$ cat src/design/tmfa_pkg.sv
// Shared types, codes and constants of the tachometer median-filtered average unit
`timescale 1ns / 1ps
`default_nettype none
package tmfa_pkg;

  localparam int RING_DEPTH_DEF = 16;
  localparam int SAMPLE_W       = 20;
  localparam int PERIOD_W       = 24;
  localparam int FREQ_DIV_W     = 28;

  localparam logic [FREQ_DIV_W-1:0] SCALED_MEGA = 28'd256000000;
  localparam logic [17:0]           LIMIT_Q8    = 18'd256000;

  localparam logic [SAMPLE_W-1:0] FREQ_MAX_RST = 20'd256000;
  localparam logic [SAMPLE_W-1:0] FREQ_MIN_RST = 20'd0;
  localparam logic [SAMPLE_W-1:0] DEV_RST      = 20'd2560;
  localparam logic [PERIOD_W-1:0] TIMEOUT_RST  = 24'd500000;

  localparam logic [1:0] ST_OK      = 2'd0;
  localparam logic [1:0] ST_STOPPED = 2'd1;
  localparam logic [1:0] ST_NOTFULL = 2'd2;
  localparam logic [1:0] ST_HELD    = 2'd3;

  typedef enum logic [1:0] {
    OP_PIN     = 2'd0,
    OP_TIMEOUT = 2'd1,
    OP_QUERY   = 2'd2,
    OP_CLEAR   = 2'd3
  } op_t;

  typedef enum logic [1:0] {
    REG_FREQ_MAX = 2'd0,
    REG_FREQ_MIN = 2'd1,
    REG_DEV      = 2'd2,
    REG_TIMEOUT  = 2'd3
  } reg_idx_t;

  typedef enum logic [3:0] {
    S_IDLE, S_DISPATCH, S_FREQ_START, S_FREQ_WAIT, S_SLOT, S_COPY, S_CAND,
    S_SCAN, S_CHECK, S_SUM, S_HOLD, S_AVG_WAIT, S_EMIT
  } state_t;

  typedef enum logic [4:0] {
    CMD_NONE, CMD_LOAD, CMD_PIN, CMD_DIVQ, CMD_PUSHQ, CMD_PUSHZ, CMD_SLOTRD,
    CMD_SLOTRES, CMD_CLEAR, CMD_COPYINIT, CMD_COPY, CMD_CAND, CMD_SCAN, CMD_NEXT,
    CMD_MED, CMD_SUM, CMD_HOLD, CMD_AVGRES, CMD_EMIT
  } cmd_t;

  typedef struct packed {
    logic [SAMPLE_W-1:0] freq_max;
    logic [SAMPLE_W-1:0] freq_min;
    logic [SAMPLE_W-1:0] dev;
    logic [PERIOD_W-1:0] timeout;
  } cfg_t;

  typedef struct packed {
    op_t  op;
    logic level_change;
    logic period_zero;
    logic timeout_hit;
    logic ring_full;
    logic div_done;
    logic div_busy;
    logic cnt_full;
    logic cnt_end;
    logic median_hit;
    logic hold;
    logic out_free;
  } st_t;

endpackage
`default_nettype wire

$ cat src/design/tacho_median_filtered_average_unit.sv
// Top level: tachometer median-gated moving average with config registers
// Same-level pin change, clear and timeout go straight from dispatch to the output;
//   a pin change with a period runs the 28-bit divider, one bit a cycle; a query on a
//   part-filled ring reads one slot. Query on a full ring: copy, median ranking,
//   summing, then a divide unless the average is held. One item at a time.
// Reset (rst, synchronous, high): ring reads as zero, indexes and history cleared,
//   registers to their defaults. No clearing pass.
`timescale 1ns / 1ps
`default_nettype none
module tacho_median_filtered_average_unit #(
  parameter int RING_DEPTH = tmfa_pkg::RING_DEPTH_DEF
) (
  input  wire logic        clk,
  input  wire logic        rst,
  input  wire logic        s_axis_tvalid,
  output logic             s_axis_tready,
  input  wire logic [31:0] s_axis_tdata,  // pin_level[0], elapsed_us[24:1]
  input  wire logic [1:0]  s_axis_tuser,  // operation[1:0]
  output logic             m_axis_tvalid,
  input  wire logic        m_axis_tready,
  output logic [47:0]      m_axis_tdata,  // average_q8[19:0], status[21:20],
                                          // sample_added[22], sample_q8[42:23],
                                          // timed_out[43], restart_timer[44]
  input  wire logic        cfg_valid,
  output logic             cfg_ready,
  input  wire logic [1:0]  cfg_index,
  input  wire logic [23:0] cfg_data
);
  tmfa_pkg::cfg_t cfg;
  tmfa_pkg::st_t  st;
  tmfa_pkg::cmd_t cmd;

  // config writes are always taken; software writes only while idle
  assign cfg_ready = 1'b1;

  always_ff @(posedge clk) begin
    if (rst) begin
      cfg.freq_max <= tmfa_pkg::FREQ_MAX_RST;
      cfg.freq_min <= tmfa_pkg::FREQ_MIN_RST;
      cfg.dev      <= tmfa_pkg::DEV_RST;
      cfg.timeout  <= tmfa_pkg::TIMEOUT_RST;
    end else if (cfg_valid && cfg_ready) begin
      case (tmfa_pkg::reg_idx_t'(cfg_index))
        tmfa_pkg::REG_FREQ_MAX: cfg.freq_max <= cfg_data[19:0];
        tmfa_pkg::REG_FREQ_MIN: cfg.freq_min <= cfg_data[19:0];
        tmfa_pkg::REG_DEV:      cfg.dev      <= cfg_data[19:0];
        tmfa_pkg::REG_TIMEOUT:  cfg.timeout  <= cfg_data;
        default: ;
      endcase
    end
  end

  // sequencer
  tmfa_ctrl u_ctrl (
    .clk      (clk),
    .rst      (rst),
    .in_valid (s_axis_tvalid),
    .in_ready (s_axis_tready),
    .st       (st),
    .cmd      (cmd)
  );

  // ring, ranking, averaging and the output register
  tmfa_dp #(.RING_DEPTH(RING_DEPTH)) u_dp (
    .clk       (clk),
    .rst       (rst),
    .in_user   (s_axis_tuser),
    .in_data   (s_axis_tdata),
    .cfg       (cfg),
    .cmd       (cmd),
    .st        (st),
    .out_valid (m_axis_tvalid),
    .out_ready (m_axis_tready),
    .out_data  (m_axis_tdata)
  );

`ifndef ASSERT_OFF
  // an accepted transfer takes the block out of idle
  a_busy_after_accept: assert property (@(posedge clk) disable iff (rst)
    s_axis_tvalid && s_axis_tready |=> !s_axis_tready)
    else $error("input still ready after a transfer");

  // the divider never runs while the block waits for an item
  a_div_quiet_idle: assert property (@(posedge clk) disable iff (rst)
    s_axis_tready |-> !st.div_busy)
    else $error("divider busy while idle");
`endif
endmodule
`default_nettype wire

$ cat src/design/tmfa_div.sv
// Restoring divider, one quotient bit per cycle
`timescale 1ns / 1ps
`default_nettype none
module tmfa_div #(
  parameter int DW = 28,
  parameter int VW = 24
) (
  input  wire logic          clk,
  input  wire logic          rst,
  input  wire logic          start,
  input  wire logic [DW-1:0] dividend,
  input  wire logic [VW-1:0] divisor,
  output logic               busy,
  output logic               done,
  output logic [DW-1:0]      quotient
);
  localparam int NW = $clog2(DW + 1);

  logic [VW-1:0] rem;
  logic [VW-1:0] dvs;
  logic [NW-1:0] cnt;
  logic [VW:0]   sh;
  logic [VW:0]   diff;

  assign sh   = {rem, quotient[DW-1]};
  assign diff = sh - {1'b0, dvs};

  always_ff @(posedge clk) begin
    if (rst) begin
      busy <= 1'b0;
      done <= 1'b0;
      cnt  <= '0;
    end else begin
      done <= 1'b0;
      if (start) begin
        busy <= 1'b1;
        cnt  <= NW'(DW);
      end else if (busy) begin
        cnt <= cnt - 1'b1;
        if (cnt == NW'(1)) begin
          busy <= 1'b0;
          done <= 1'b1;
        end
      end
    end
  end

  always_ff @(posedge clk) begin
    if (start) begin
      quotient <= dividend;
      dvs      <= divisor;
      rem      <= '0;
    end else if (busy) begin
      if (!diff[VW]) begin
        rem      <= diff[VW-1:0];
        quotient <= {quotient[DW-2:0], 1'b1};
      end else begin
        rem      <= sh[VW-1:0];
        quotient <= {quotient[DW-2:0], 1'b0};
      end
    end
  end
endmodule
`default_nettype wire

$ cat src/design/tmfa_dp.sv
// Datapath: sample ring, work copy, median scan, sums, divider and result register
`timescale 1ns / 1ps
`default_nettype none
module tmfa_dp #(
  parameter int RING_DEPTH = tmfa_pkg::RING_DEPTH_DEF
) (
  input  wire logic          clk,
  input  wire logic          rst,
  input  wire logic [1:0]    in_user,
  input  wire logic [31:0]   in_data,
  input  wire tmfa_pkg::cfg_t cfg,
  input  wire tmfa_pkg::cmd_t cmd,
  output tmfa_pkg::st_t      st,
  output logic               out_valid,
  input  wire logic          out_ready,
  output logic [47:0]        out_data
);
  localparam int IW   = (RING_DEPTH > 1) ? $clog2(RING_DEPTH) : 1;
  localparam int CW   = $clog2(RING_DEPTH + 1);
  localparam int SWD  = tmfa_pkg::SAMPLE_W;
  localparam int SW   = SWD + CW;
  localparam int DW   = (SW > tmfa_pkg::FREQ_DIV_W) ? SW : tmfa_pkg::FREQ_DIV_W;
  localparam int VW   = tmfa_pkg::PERIOD_W;
  localparam int HALF = RING_DEPTH / 2;

  // latched item
  tmfa_pkg::op_t      op_r;
  logic               level_r;
  logic [VW-1:0]      elapsed_r;

  // block state
  logic               last_level;
  logic [VW-1:0]      cycle_period;
  logic [SWD-1:0]     prev_avg;
  logic [IW-1:0]      wi;
  logic [CW-1:0]      fill;
  logic [RING_DEPTH-1:0] valid;
  logic [SWD-1:0]     mem [RING_DEPTH];
  logic [SWD-1:0]     rd_q;
  logic               rd_v;
  logic [IW-1:0]      rd_addr;
  logic [SWD-1:0]     rd_val;

  // query working set
  logic [SWD-1:0]     work [RING_DEPTH];
  logic [SWD-1:0]     cand;
  logic [SWD-1:0]     median;
  logic [CW-1:0]      lt_cnt;
  logic [CW-1:0]      le_cnt;
  logic [CW-1:0]      cnt;
  logic [SW-1:0]      sum;
  logic [CW-1:0]      count;

  // result being built
  logic [SWD-1:0]     res_avg;
  logic [1:0]         res_status;
  logic               res_added;
  logic [SWD-1:0]     res_sample;
  logic               res_tout;
  logic               res_restart;

  // divider
  logic               div_start;
  logic               div_busy;
  logic               div_done;
  logic [DW-1:0]      div_dividend;
  logic [VW-1:0]      div_divisor;
  logic [DW-1:0]      div_q;

  logic [SWD-1:0]     gated_q;
  logic [SWD-1:0]     push_val;
  logic               do_push;
  logic [SW-1:0]      limit;
  logic               hold;
  logic [SWD:0]       hi_bound;
  logic [SWD:0]       lo_test;
  logic               keep;
  logic [SWD-1:0]     x0;

  assign x0 = work[0];

  assign gated_q = ((div_q >= DW'(cfg.freq_max)) || (div_q <= DW'(cfg.freq_min))) ?
                   '0 : div_q[SWD-1:0];
  assign do_push  = (cmd == tmfa_pkg::CMD_PUSHQ) || (cmd == tmfa_pkg::CMD_PUSHZ);
  assign push_val = (cmd == tmfa_pkg::CMD_PUSHQ) ? gated_q : '0;

  assign limit    = SW'(tmfa_pkg::LIMIT_Q8) * SW'(count);
  assign hold     = sum > limit;
  assign hi_bound = {1'b0, median} + {1'b0, cfg.dev};
  assign lo_test  = {1'b0, x0} + {1'b0, cfg.dev};
  assign keep     = !({1'b0, x0} > hi_bound) && !(lo_test < {1'b0, median});

  assign rd_addr = (cmd == tmfa_pkg::CMD_SLOTRD) ? wi : cnt[IW-1:0];
  assign rd_val  = rd_v ? rd_q : '0;

  assign div_start    = (cmd == tmfa_pkg::CMD_DIVQ) || ((cmd == tmfa_pkg::CMD_HOLD) && !hold);
  assign div_dividend = (cmd == tmfa_pkg::CMD_DIVQ) ? DW'(tmfa_pkg::SCALED_MEGA) : DW'(sum);
  assign div_divisor  = (cmd == tmfa_pkg::CMD_DIVQ) ? cycle_period : VW'(count);

  tmfa_div #(.DW(DW), .VW(VW)) u_div (
    .clk      (clk),
    .rst      (rst),
    .start    (div_start),
    .dividend (div_dividend),
    .divisor  (div_divisor),
    .busy     (div_busy),
    .done     (div_done),
    .quotient (div_q)
  );

  always_comb begin
    st.op           = op_r;
    st.level_change = level_r != last_level;
    st.period_zero  = cycle_period == '0;
    st.timeout_hit  = elapsed_r > cfg.timeout;
    st.ring_full    = fill == CW'(RING_DEPTH);
    st.div_done     = div_done;
    st.div_busy     = div_busy;
    st.cnt_full     = cnt == CW'(RING_DEPTH);
    st.cnt_end      = cnt == CW'(RING_DEPTH - 1);
    st.median_hit   = (lt_cnt <= CW'(HALF)) && (CW'(HALF) < le_cnt);
    st.hold         = hold;
    st.out_free     = !out_valid || out_ready;
  end

  // ring memory, registered read
  always_ff @(posedge clk) begin
    if (do_push) mem[wi] <= push_val;
    rd_q <= mem[rd_addr];
    rd_v <= valid[rd_addr];
  end

  // state with reset
  always_ff @(posedge clk) begin
    if (rst) begin
      last_level   <= 1'b0;
      cycle_period <= '0;
      prev_avg     <= '0;
      wi           <= '0;
      fill         <= '0;
      valid        <= '0;
      out_valid    <= 1'b0;
    end else begin
      if (cmd == tmfa_pkg::CMD_EMIT) out_valid <= 1'b1;
      else if (out_valid && out_ready) out_valid <= 1'b0;
      case (cmd)
        tmfa_pkg::CMD_PIN: begin
          last_level <= level_r;
          if (!level_r) cycle_period <= elapsed_r;
        end
        tmfa_pkg::CMD_PUSHQ, tmfa_pkg::CMD_PUSHZ: begin
          valid[wi] <= 1'b1;
          wi        <= (wi == IW'(RING_DEPTH - 1)) ? '0 : wi + 1'b1;
          if (fill != CW'(RING_DEPTH)) fill <= fill + 1'b1;
        end
        tmfa_pkg::CMD_CLEAR: begin
          wi   <= '0;
          fill <= '0;
        end
        tmfa_pkg::CMD_AVGRES: prev_avg <= div_q[SWD-1:0];
        default: ;
      endcase
    end
  end

  // payload
  always_ff @(posedge clk) begin
    case (cmd)
      tmfa_pkg::CMD_LOAD: begin
        op_r        <= tmfa_pkg::op_t'(in_user);
        level_r     <= in_data[0];
        elapsed_r   <= in_data[24:1];
        res_avg     <= '0;
        res_status  <= tmfa_pkg::ST_OK;
        res_added   <= 1'b0;
        res_sample  <= '0;
        res_tout    <= 1'b0;
        res_restart <= 1'b0;
      end
      tmfa_pkg::CMD_PIN: begin
        if (!level_r) res_restart <= 1'b1;
      end
      tmfa_pkg::CMD_PUSHQ, tmfa_pkg::CMD_PUSHZ: begin
        res_added  <= 1'b1;
        res_sample <= push_val;
        if (op_r == tmfa_pkg::OP_TIMEOUT) res_tout <= 1'b1;
      end
      tmfa_pkg::CMD_SLOTRES: begin
        res_status <= (rd_val == '0) ? tmfa_pkg::ST_STOPPED : tmfa_pkg::ST_NOTFULL;
      end
      tmfa_pkg::CMD_COPYINIT: cnt <= '0;
      tmfa_pkg::CMD_COPY: begin
        // one stray word enters first and is pushed out by the last shift
        for (int i = 0; i < RING_DEPTH - 1; i++) work[i] <= work[i+1];
        work[RING_DEPTH-1] <= rd_val;
        cnt <= cnt + 1'b1;
      end
      tmfa_pkg::CMD_CAND: begin
        cand   <= x0;
        lt_cnt <= '0;
        le_cnt <= '0;
        cnt    <= '0;
      end
      tmfa_pkg::CMD_SCAN: begin
        for (int i = 0; i < RING_DEPTH - 1; i++) work[i] <= work[i+1];
        work[RING_DEPTH-1] <= x0;
        if (x0 < cand)  lt_cnt <= lt_cnt + 1'b1;
        if (x0 <= cand) le_cnt <= le_cnt + 1'b1;
        cnt <= cnt + 1'b1;
      end
      tmfa_pkg::CMD_NEXT: begin
        for (int i = 0; i < RING_DEPTH - 1; i++) work[i] <= work[i+1];
        work[RING_DEPTH-1] <= x0;
      end
      tmfa_pkg::CMD_MED: begin
        median <= cand;
        sum    <= '0;
        count  <= '0;
        cnt    <= '0;
      end
      tmfa_pkg::CMD_SUM: begin
        for (int i = 0; i < RING_DEPTH - 1; i++) work[i] <= work[i+1];
        work[RING_DEPTH-1] <= x0;
        if (keep) begin
          sum   <= sum + SW'(x0);
          count <= count + 1'b1;
        end
        cnt <= cnt + 1'b1;
      end
      tmfa_pkg::CMD_HOLD: begin
        if (hold) begin
          res_avg    <= prev_avg;
          res_status <= tmfa_pkg::ST_HELD;
        end
      end
      tmfa_pkg::CMD_AVGRES: begin
        res_avg    <= div_q[SWD-1:0];
        res_status <= tmfa_pkg::ST_OK;
      end
      tmfa_pkg::CMD_EMIT: begin
        out_data <= {3'b000, res_restart, res_tout, res_sample, res_added,
                     res_status, res_avg};
      end
      default: ;
    endcase
  end
endmodule
`default_nettype wire

$ cat src/design/tmfa_ctrl.sv
// Controller: sequences one item through the datapath
`timescale 1ns / 1ps
`default_nettype none
module tmfa_ctrl (
  input  wire logic       clk,
  input  wire logic       rst,
  input  wire logic       in_valid,
  output logic            in_ready,
  input  wire tmfa_pkg::st_t st,
  output tmfa_pkg::cmd_t  cmd
);
  tmfa_pkg::state_t state, state_next;

  always_ff @(posedge clk) begin
    if (rst) state <= tmfa_pkg::S_IDLE;
    else     state <= state_next;
  end

  always_comb begin
    state_next = state;
    cmd        = tmfa_pkg::CMD_NONE;
    in_ready   = 1'b0;
    case (state)
      tmfa_pkg::S_IDLE: begin
        in_ready = 1'b1;
        if (in_valid) begin
          cmd        = tmfa_pkg::CMD_LOAD;
          state_next = tmfa_pkg::S_DISPATCH;
        end
      end
      tmfa_pkg::S_DISPATCH: begin
        case (st.op)
          tmfa_pkg::OP_PIN: begin
            if (st.level_change) begin
              cmd        = tmfa_pkg::CMD_PIN;
              state_next = tmfa_pkg::S_FREQ_START;
            end else begin
              state_next = tmfa_pkg::S_EMIT;
            end
          end
          tmfa_pkg::OP_TIMEOUT: begin
            if (st.timeout_hit) cmd = tmfa_pkg::CMD_PUSHZ;
            state_next = tmfa_pkg::S_EMIT;
          end
          tmfa_pkg::OP_QUERY: begin
            if (st.ring_full) begin
              cmd        = tmfa_pkg::CMD_COPYINIT;
              state_next = tmfa_pkg::S_COPY;
            end else begin
              cmd        = tmfa_pkg::CMD_SLOTRD;
              state_next = tmfa_pkg::S_SLOT;
            end
          end
          default: begin
            cmd        = tmfa_pkg::CMD_CLEAR;
            state_next = tmfa_pkg::S_EMIT;
          end
        endcase
      end
      tmfa_pkg::S_FREQ_START: begin
        if (st.period_zero) begin
          cmd        = tmfa_pkg::CMD_PUSHZ;
          state_next = tmfa_pkg::S_EMIT;
        end else begin
          cmd        = tmfa_pkg::CMD_DIVQ;
          state_next = tmfa_pkg::S_FREQ_WAIT;
        end
      end
      tmfa_pkg::S_FREQ_WAIT: begin
        if (st.div_done) begin
          cmd        = tmfa_pkg::CMD_PUSHQ;
          state_next = tmfa_pkg::S_EMIT;
        end
      end
      tmfa_pkg::S_SLOT: begin
        cmd        = tmfa_pkg::CMD_SLOTRES;
        state_next = tmfa_pkg::S_EMIT;
      end
      tmfa_pkg::S_COPY: begin
        cmd = tmfa_pkg::CMD_COPY;
        if (st.cnt_full) state_next = tmfa_pkg::S_CAND;
      end
      tmfa_pkg::S_CAND: begin
        cmd        = tmfa_pkg::CMD_CAND;
        state_next = tmfa_pkg::S_SCAN;
      end
      tmfa_pkg::S_SCAN: begin
        cmd = tmfa_pkg::CMD_SCAN;
        if (st.cnt_end) state_next = tmfa_pkg::S_CHECK;
      end
      tmfa_pkg::S_CHECK: begin
        if (st.median_hit) begin
          cmd        = tmfa_pkg::CMD_MED;
          state_next = tmfa_pkg::S_SUM;
        end else begin
          cmd        = tmfa_pkg::CMD_NEXT;
          state_next = tmfa_pkg::S_CAND;
        end
      end
      tmfa_pkg::S_SUM: begin
        cmd = tmfa_pkg::CMD_SUM;
        if (st.cnt_end) state_next = tmfa_pkg::S_HOLD;
      end
      tmfa_pkg::S_HOLD: begin
        cmd        = tmfa_pkg::CMD_HOLD;
        state_next = st.hold ? tmfa_pkg::S_EMIT : tmfa_pkg::S_AVG_WAIT;
      end
      tmfa_pkg::S_AVG_WAIT: begin
        if (st.div_done) begin
          cmd        = tmfa_pkg::CMD_AVGRES;
          state_next = tmfa_pkg::S_EMIT;
        end
      end
      tmfa_pkg::S_EMIT: begin
        if (st.out_free) begin
          cmd        = tmfa_pkg::CMD_EMIT;
          state_next = tmfa_pkg::S_IDLE;
        end
      end
      default: state_next = tmfa_pkg::S_IDLE;
    endcase
  end
endmodule
`default_nettype wire

$ cat config.mk
export PLATFORM = sky130hd
export DESIGN_NAME = tacho_median_filtered_average_unit
export DESIGN_NICKNAME = d
export VERILOG_FILES = /design/src/design/tmfa_pkg.sv /design/src/design/tacho_median_filtered_average_unit.sv /design/src/design/tmfa_div.sv /design/src/design/tmfa_dp.sv /design/src/design/tmfa_ctrl.sv
export SDC_FILE = /design/constraint.sdc
export NUM_CORES = 2
export LEC_CHECK = 0
export BUFFER_PORTS_ARGS = -buffer_cell sky130_fd_sc_hd__buf_4
export CAP_MARGIN = 40
export CORE_MARGIN = 4
export CORE_UTILIZATION = 70
export CTS_BUF_LIST = sky130_fd_sc_hd__clkbuf_4 sky130_fd_sc_hd__clkbuf_8
export CTS_CLUSTER_DIAMETER = 120
export DETAILED_ROUTE_END_ITERATION = 8
export PLACE_DENSITY = 0.93
export SLEW_MARGIN = 20
export SYNTH_ARGS = -nofsm -noshare
export SYNTH_HDL_FRONTEND = slang
export SYNTH_SLANG_ARGS = --single-unit
$ cat constraint.sdc
create_clock -name clk -period 10.9 [get_ports clk]
set_input_delay 1.09 -clock clk [delete_from_list [all_inputs] [get_ports clk]]
set_output_delay 1.09 -clock clk [all_outputs]
set_load 0.01 [all_outputs]
# Word level (Yosys, flattened, before mapping)
# Memories as Yosys holds them, arrays and structs flattened. A register that Yosys moved wholly into a read port is not among the register bits.
# Cells that the tools add are included.
totals:
  reg_bits: 445
  ramBits: 640
  in_bits: 65
  output_inout_bits: 51
  word_cells: 349
  mem_count: 2
mem_list:
  columns: ["name", "words", "width", "read_ports", "rd_ports_with_merged_regs", "write_ports", "line_no", "source"]
  rows:
  - ["u_dp.mem", 16, 20, 1, 1, 1, "tmfa_dp.sv:38", "logic [SWD-1:0] mem [RING_DEPTH];"]
  - ["u_dp.work", 16, 20, 16, 0, 16, "tmfa_dp.sv:45", "logic [SWD-1:0] work [RING_DEPTH];"]
op_classes:
  addsub: 11
  n_mul: 1
  n_lt_le_gt_ge: 13
  n_eq_ne: 55
  mux: 129
  bitwise: 51
  reduce_logical: 49
op_table:
  columns: ["cell", "count"]
  rows:
  - ["20-bit two-way mux", 52]
  - ["28-bit two-way mux", 3]
  - ["5-bit one-hot mux with 13 select lines", 1]
  - ["20-bit one-hot mux with 3 select lines", 1]
  - ["25-bit one-hot mux with 2 select lines", 1]
  - ["5-bit one-hot mux with 2 select lines", 5]
  - ["4-bit two-way mux", 12]
  - ["1-bit bitwise OR", 48]
  - ["4-bit one-hot mux with 12 select lines", 1]
  - ["5-bit by 4-bit == test with 1-bit output (second input constant)", 9]
  - ["5-bit two-way mux", 9]
  - ["20-bit by 20-bit adder with 21-bit output", 2]
  - ["20-bit one-hot mux with 2 select lines", 1]
  - ["28-bit by 20-bit greater-or-equal comparator with 1-bit output", 1]
  - ["28-bit by 20-bit <= comparator with 1-bit output", 1]
  - ["2-bit AND reduction", 13]
  - ["25-bit by 20-bit adder with 25-bit output", 1]
  - ["5-bit by 1-bit adder with 5-bit output (second input constant)", 5]
  - ["5-bit == test (second input constant)", 5]
  - ["25-bit by 23-bit greater-than comparator with 1-bit output", 1]
  - ["25-bit two-way mux", 1]
  - ["25-bit by 24-bit subtractor with 25-bit output", 1]
  - ["4-bit == test (second input constant)", 6]
  - ["24-bit greater-than comparator", 1]
  - ["other kinds (47)", 128]

# Logic depth before layout (Yosys ltp)
depth:
  ltp_word: 10
  ltp_mapped: 24
  mapped_depth_nobuf: 23

# Modules after synthesis
# Synthesis repeated with hierarchy kept, for this count alone.
hier_totals:
  cells_unflattened: 3585
  area_unflattened_um2: 48861.9
by_module_without_submodules:
  columns: ["module", "instances", "cells_per_inst", "area_per_inst_um2", "seq_area_each_um2"]
  rows:
  - ["tmfa_dp", 1, 2738, 40156.0, 27126.0]
  - ["tmfa_div", 1, 420, 4580.6, 2182.1]
  - ["tacho_median_filtered_average_unit", 1, 317, 3378.2, 1681.6]
  - ["tmfa_ctrl", 1, 110, 747.0, 80.1]

# Worst setup path before layout
# No wires, ideal clock.
synth_path:
  kind: "reg2reg"
  start: "register u_dp.median[0]"
  end: "register u_dp.count[0] (enable)"
  setup_time_ns: 0.463
  arrival_time_ns: 6.173
  t_required_ns: 10.437
  path_slack_ns: 4.264
  path_stages_with_launch: 19
  path_buffers: 0
  period_less_slack_ns: 6.636
  cell_sequence: "edfxtp_1 ha_1 fa_1 a21o_1 a21oi_1 o21ai_0 o211a_1 or4_1 a31oi_1 o21ai_0 xnor2_1 ha_1 a21o_1 a21o_1 a21oi_1 nand2_1 a2111oi_0 nor4_1 o31ai_1"
synth_between:
  elab_chain_cells: 6
  word_cells_on_any_way: 8
  cone_classes: "add/sub: 1; order compare: 2; eq/ne: 1; reduce/logical: 4"
synth_lines:
  columns: ["element", "line_no", "source"]
  rows:
  - ["start, declared", "tmfa_dp.sv:47", "logic [SWD-1:0] median;"]
  - ["start signal, assigned", "tmfa_dp.sv:216", "median <= cand;"]
  - ["20-bit by 20-bit adder with 21-bit output", "tmfa_dp.sv:89", "assign hi_bound = {1'b0, median} + {1'b0, cfg.dev};"]
  - ["20-bit by 21-bit greater-than comparator with 1-bit output", "tmfa_dp.sv:91", "assign keep = !({1'b0, x0} > hi_bound) && !(lo_test < {1'b0, median});"]
  - ["1-bit zero test", "tmfa_dp.sv:91", null]
  - ["1-bit logical AND (*)", "tmfa_dp.sv:91", null]
  - ["2-bit by 1-bit != test with 1-bit output (no line) (*)", null, null]
  - ["2-bit AND reduction (no line) (*)", null, null]
  - ["end signal, assigned", "tmfa_dp.sv:226", "count <= count + 1'b1;"]
  - ["end, declared", "tmfa_dp.sv:52", "logic [CW-1:0] count;"]
# Mark *: on every way between the ends. The rest lies on a longest branch, timed or not.
# A chain may end at the register's enable or synchronous reset.

# Worst setup path in the final report
layout_path:
  start: "register u_dp.count[2]"
  end: "register u_dp.u_div.rem[0]"
layout_between:
  elab_chain_cells: 5
layout_lines:
  columns: ["element", "line_no", "source"]
  rows:
  - ["7-bit by 5-bit multiplier with 12-bit output", "tmfa_dp.sv:87", "assign limit = SW'(tmfa_pkg::LIMIT_Q8) * SW'(count);"]
  - ["25-bit by 23-bit greater-than comparator with 1-bit output", "tmfa_dp.sv:88", "assign hold = sum > limit;"]
  - ["1-bit zero test", "tmfa_dp.sv:96", "assign div_start = (cmd == tmfa_pkg::CMD_DIVQ) || ((cmd == tmfa_pkg::CMD_HOLD) && !hold);"]
  - ["1-bit logical AND", "tmfa_dp.sv:96", null]
  - ["1-bit logical OR", "tmfa_dp.sv:96", null]
  - ["end signal, assigned", "tmfa_div.sv:55", "rem <= diff[VW-1:0];"]
  - ["end signal, assigned", "tmfa_div.sv:58", "rem <= sh[VW-1:0];"]
  - ["end, declared", "tmfa_div.sv:19", "logic [VW-1:0] rem;"]
# Every way passes these cells.

==> out/summary.json <==
{
  "outcome": {"value": "finished with violations"},
  "failed_checks": {"value": "design-rule violations"},
  "first_global_vias": {"value": 34000},
  "clock-root-buffer": {"value": "sky130_fd_sc_hd__clkbuf_8"},
  "setup-violations-final": {"value": 0},
  "buffer_ports.inserted": {"value": 104},
  "latest_clock_arrival_within_the_worst_skew_pair": {"value": 0.89, "unit": "ns"},
  "final.period_utilization": {"value": 0.6448},
  "grt_antenna_before_repair": {"value": 12},
  "crit_chain": {"value": "fa_1 > fa_1 > inv_1 > fa_1 > inv_1 > ha_1 > inv_1 > o21ai_0 > a21oi_1 > o21bai_1 > a21o_1 > a21oi_1 > xnor2_1 > ha_1 > and3_1 > o221ai_1 > o21bai_1 > a21oi_1 > nor2b_4 > nor2_2 > buf_4 > inv_2 > or4_1 > nand3_1"},
  "detailed_place.area": {"value": 49810, "unit": "um^2"},
  "worst_clock_skew": {"value": 0.1138, "unit": "ns"},
  "ant_nets": {"value": 0},
  "power.density": {"value": 230.9, "unit": "nW/um^2"},
  "multi_input_gate_area": {"value": 15240, "unit": "um^2"},
  "total_routing_resource_utilization_after_global_routing": {"value": 0.3821},
  "rsz0062_at_grt": {"value": "no"},
  "cts_htree_levels": {"value": 4},
  "num_rows": {"value": 95},
  "drt-total-wl": {"value": 138500, "unit": "um"},
  "crit_path_top_delay_cell": {"value": "sky130_fd_sc_hd__fa_1"},
  "post-route-drc-count": {"value": 31},
  "synth-warning-count": {"value": 0},
  "worst_pin_slew": {"value": 0.9820, "unit": "ns"},
  "wl_per_cell": {"value": 28.77, "unit": "um"},
  "num_vias": {"value": 34020},
  "cts-buffers-inserted": {"value": 164},
  "cts_hold_fix_bufs": {"value": 0},
  "hpwlAfterDp": {"value": 78830, "unit": "um"},
  "cts-root-to-sink-buffers": {"value": 3},
  "viasPerCell": {"value": 7.068},
  "drt_pass1_iterations": {"value": 9},
  "first_iter_violations": {"value": 5947},
  "dieWidth": {"value": 268.9, "unit": "um"},
  "worst_slew_margin_rel": {"value": 0.3284},
  "finish.net_count": {"value": 4129},
  "fin_setup_tns": {"value": 0, "unit": "ns"},
  "ff2ff_path_depth": {"value": 24},
  "die_area": {"value": 72290, "unit": "um^2"},
  "synth_edf_count": {"value": 894},
  "p_leak": {"value": 20.09, "unit": "nW"},
  "fillCellCount": {"value": 3080},
  "most_used_dff_post_synth": {"value": "sky130_fd_sc_hd__edfxtp_1"},
  "first_pass_grt_wire_length": {"value": 203600, "unit": "um"},
  "place.gp.congestion": {"value": 0.9158},
  "crit_buf_inv": {"value": 5},
  "finalWorstPathRequiredPeriod": {"value": 7.029, "unit": "ns"},
  "synthDistinctLibCells": {"value": 76},
  "proportion_of_layout_cells_with_a_drive_suffix_above_1": {"value": 0.1542},
  "asyncSetResetFlopFracSynth": {"value": 0},
  "cts_repair_resize_count": {"value": 0},
  "hold_class": {"value": "flip-flop to flip-flop"},
  "grt_util_met3": {"value": 0.1224},
  "layout-area-overhead-vs-synth": {"value": 12.13, "unit": "%"},
  "tritoncts": {"value": "yes"},
  "netlist_instances": {"value": 3575},
  "number_of_cells_traversed_by_the_worst_hold_path": {"value": 0},
  "floorplan.core_area": {"value": 67280, "unit": "um^2"},
  "path_depth": {"value": 24},
  "yosysTopAreaCellShare": {"value": 0.5636},
  "global_route.usage.met2": {"value": 0.5975},
  "fmax": {"value": 0.1423, "unit": "GHz"},
  "ys_seq_area_frac": {"value": 0.6523},
  "grt_max_degree": {"value": 88},
  "cp_peak_stage_delay": {"value": 0.69, "unit": "ns"},
  "kind_of_end_point_of_the_critical_path": {"value": "flip-flop"},
  "worstSetupStartpointType": {"value": "flip-flop"},
  "io-pin-count": {"value": 116},
  "critical-path-top-delay-family": {"value": "adder cells"},
  "critical_path_class": {"value": "flip-flop to flip-flop"},
  "synth-seq-cells": {"value": 1105},
  "chipHeight": {"value": 268.9, "unit": "um"},
  "worst-endpoint-required": {"value": 11.64, "unit": "ns"},
  "vdd_ir_max": {"value": 0.1976, "unit": "mV"},
  "numClockSinks": {"value": 1105},
  "syn_avg_cell_area": {"value": 13.32, "unit": "um^2"},
  "cts_post_setup_buffers_inserted": {"value": 0},
  "post-synth-top-area-cell": {"value": "sky130_fd_sc_hd__edfxtp_1"},
  "grt_overflow": {"value": 0},
  "layout_commonest_cell": {"value": "sky130_fd_sc_hd__edfxtp_1"},
  "slew_violations": {"value": 0},
  "final_design_area_no_fill": {"value": 53410, "unit": "um^2"},
  "gr-usage-met1": {"value": 0.4389},
  "grt_most_used_layer": {"value": "met2"},
  "register_area": {"value": 31070, "unit": "um^2"},
  "syn-cell-area": {"value": 47630, "unit": "um^2"},
  "path_clk_slew": {"value": 0.07, "unit": "ns"},
  "layout.cells.most_common_list": {"value": "sky130_fd_sc_hd__edfxtp_1, sky130_fd_sc_hd__nand2_1, sky130_fd_sc_hd__ha_1, sky130_fd_sc_hd__a21oi_1, sky130_fd_sc_hd__inv_1"},
  "hold_viol": {"value": 0},
  "start_util": {"value": 0.7080},
  "max_cap_violations": {"value": 0},
  "crit_path_max_fanout": {"value": 35},
  "critical_path_arrival": {"value": 7.77, "unit": "ns"},
  "synth.area.top_cells": {"value": "sky130_fd_sc_hd__edfxtp_1, sky130_fd_sc_hd__dfxtp_1, sky130_fd_sc_hd__ha_1"},
  "reg2reg_setup_slack": {"value": 3.87, "unit": "ns"}
}
[cells in the mapped netlist, drive strengths merged, types with 4 or more instances]
cell	count
mux4	84
a21oi	244
nor4	26
nor3b	4
o41ai	7
xnor2	58
nand3b	5
a211o	6
nor2	150
o21bai	16
o211ai	22
dfxtp	211
nor3	43
nand2b	18
nor2b	23
a31oi	37
fa	14
a21boi	4
and4	5
a211oi	75
o21a	30
inv	229
and3	25
nand4	32
a2111oi	6
o21ai	108
mux2i	28
buf	37
or3	7
a21o	69
or4	8
edfxtp	894
o211a	4
nand3	49
nand2	473
o31ai	27
a311oi	4
and2	48
or2	8
clkbuf	105
xor2	33
ha	256
[kinds of logic after synthesis]
kind of cell,count (synthesis),synth area share
xor+xnor,91,0.01673
mux,112,0.04560
flops,1105,0.6523
simple gates,934,0.08912
other cells,2,0.0001577
fa+ha+maj,270,0.07313
buf+inv,371,0.03160
compound gates,690,0.09141
[state kept, by name (all words and copies together) (netlist names), 24 cells and up]
signal               cells
u_dp.elapsed_r          24
cfg                     84
u_dp.cycle_period       24
u_dp.out_data           45
u_dp.u_div.quotient     28
u_dp.sum                25
u_dp.work              320
u_dp.u_div.rem          24
u_dp.u_div.dvs          24
u_dp.mem               320
[per-stage QoR]
step	hold WS, ns	power (mW)	setup WS [ns]	std cells	utilization
after floorplan	0.4003	7.648	4.264	3577	-
after global placement	0.4005	8.280	4.011	4468	0.7352
after detailed placement	0.4045	8.562	4.307	4490	0.7404
after CTS	0.3843	12.13	4.127	4793	0.7909
after global routing	0.4114	12.74	3.680	4807	0.7937
final	0.3923	12.33	3.871	4813	0.7939
[where the power goes]
part / leakage [nW] / switching [mW] / internal (mW)
Sequential: 9.91 / 0.477 / 5.45
Clock: 1.81 / 1.68 / 1.84
Combinational: 8.37 / 1.82 / 1.07
[final timing paths]
check | startpoint | endpoint
max | u_dp.count[2] | u_dp.u_div.rem[0]
min | u_dp.res_sample[14] | u_dp.out_data[37]
max reg2reg | u_dp.count[2] | u_dp.u_div.rem[0]
min reg2reg | u_dp.res_sample[14] | u_dp.out_data[37]
[area by class of cell]
cell class                      instances  area share
Antenna cell                            9   0.0004217
Tap cell                              873     0.02045
Clock inverter                         48    0.006817
Multi-Input combinational cell       2101      0.2853
Inverter                              229     0.01609
Clock buffer                          255     0.05681
Timing Repair Buffer                  193     0.03240
Sequential cell                      1105      0.5817
[layer usage]
metal  vias up  part of all wire
met5         -           0.00025
met4         6              0.10
met3      1208              0.14
met2      3375              0.46
met1     15720              0.30
li1      13710                 -
No activity file was read; power rests on OpenSTA's default activity.
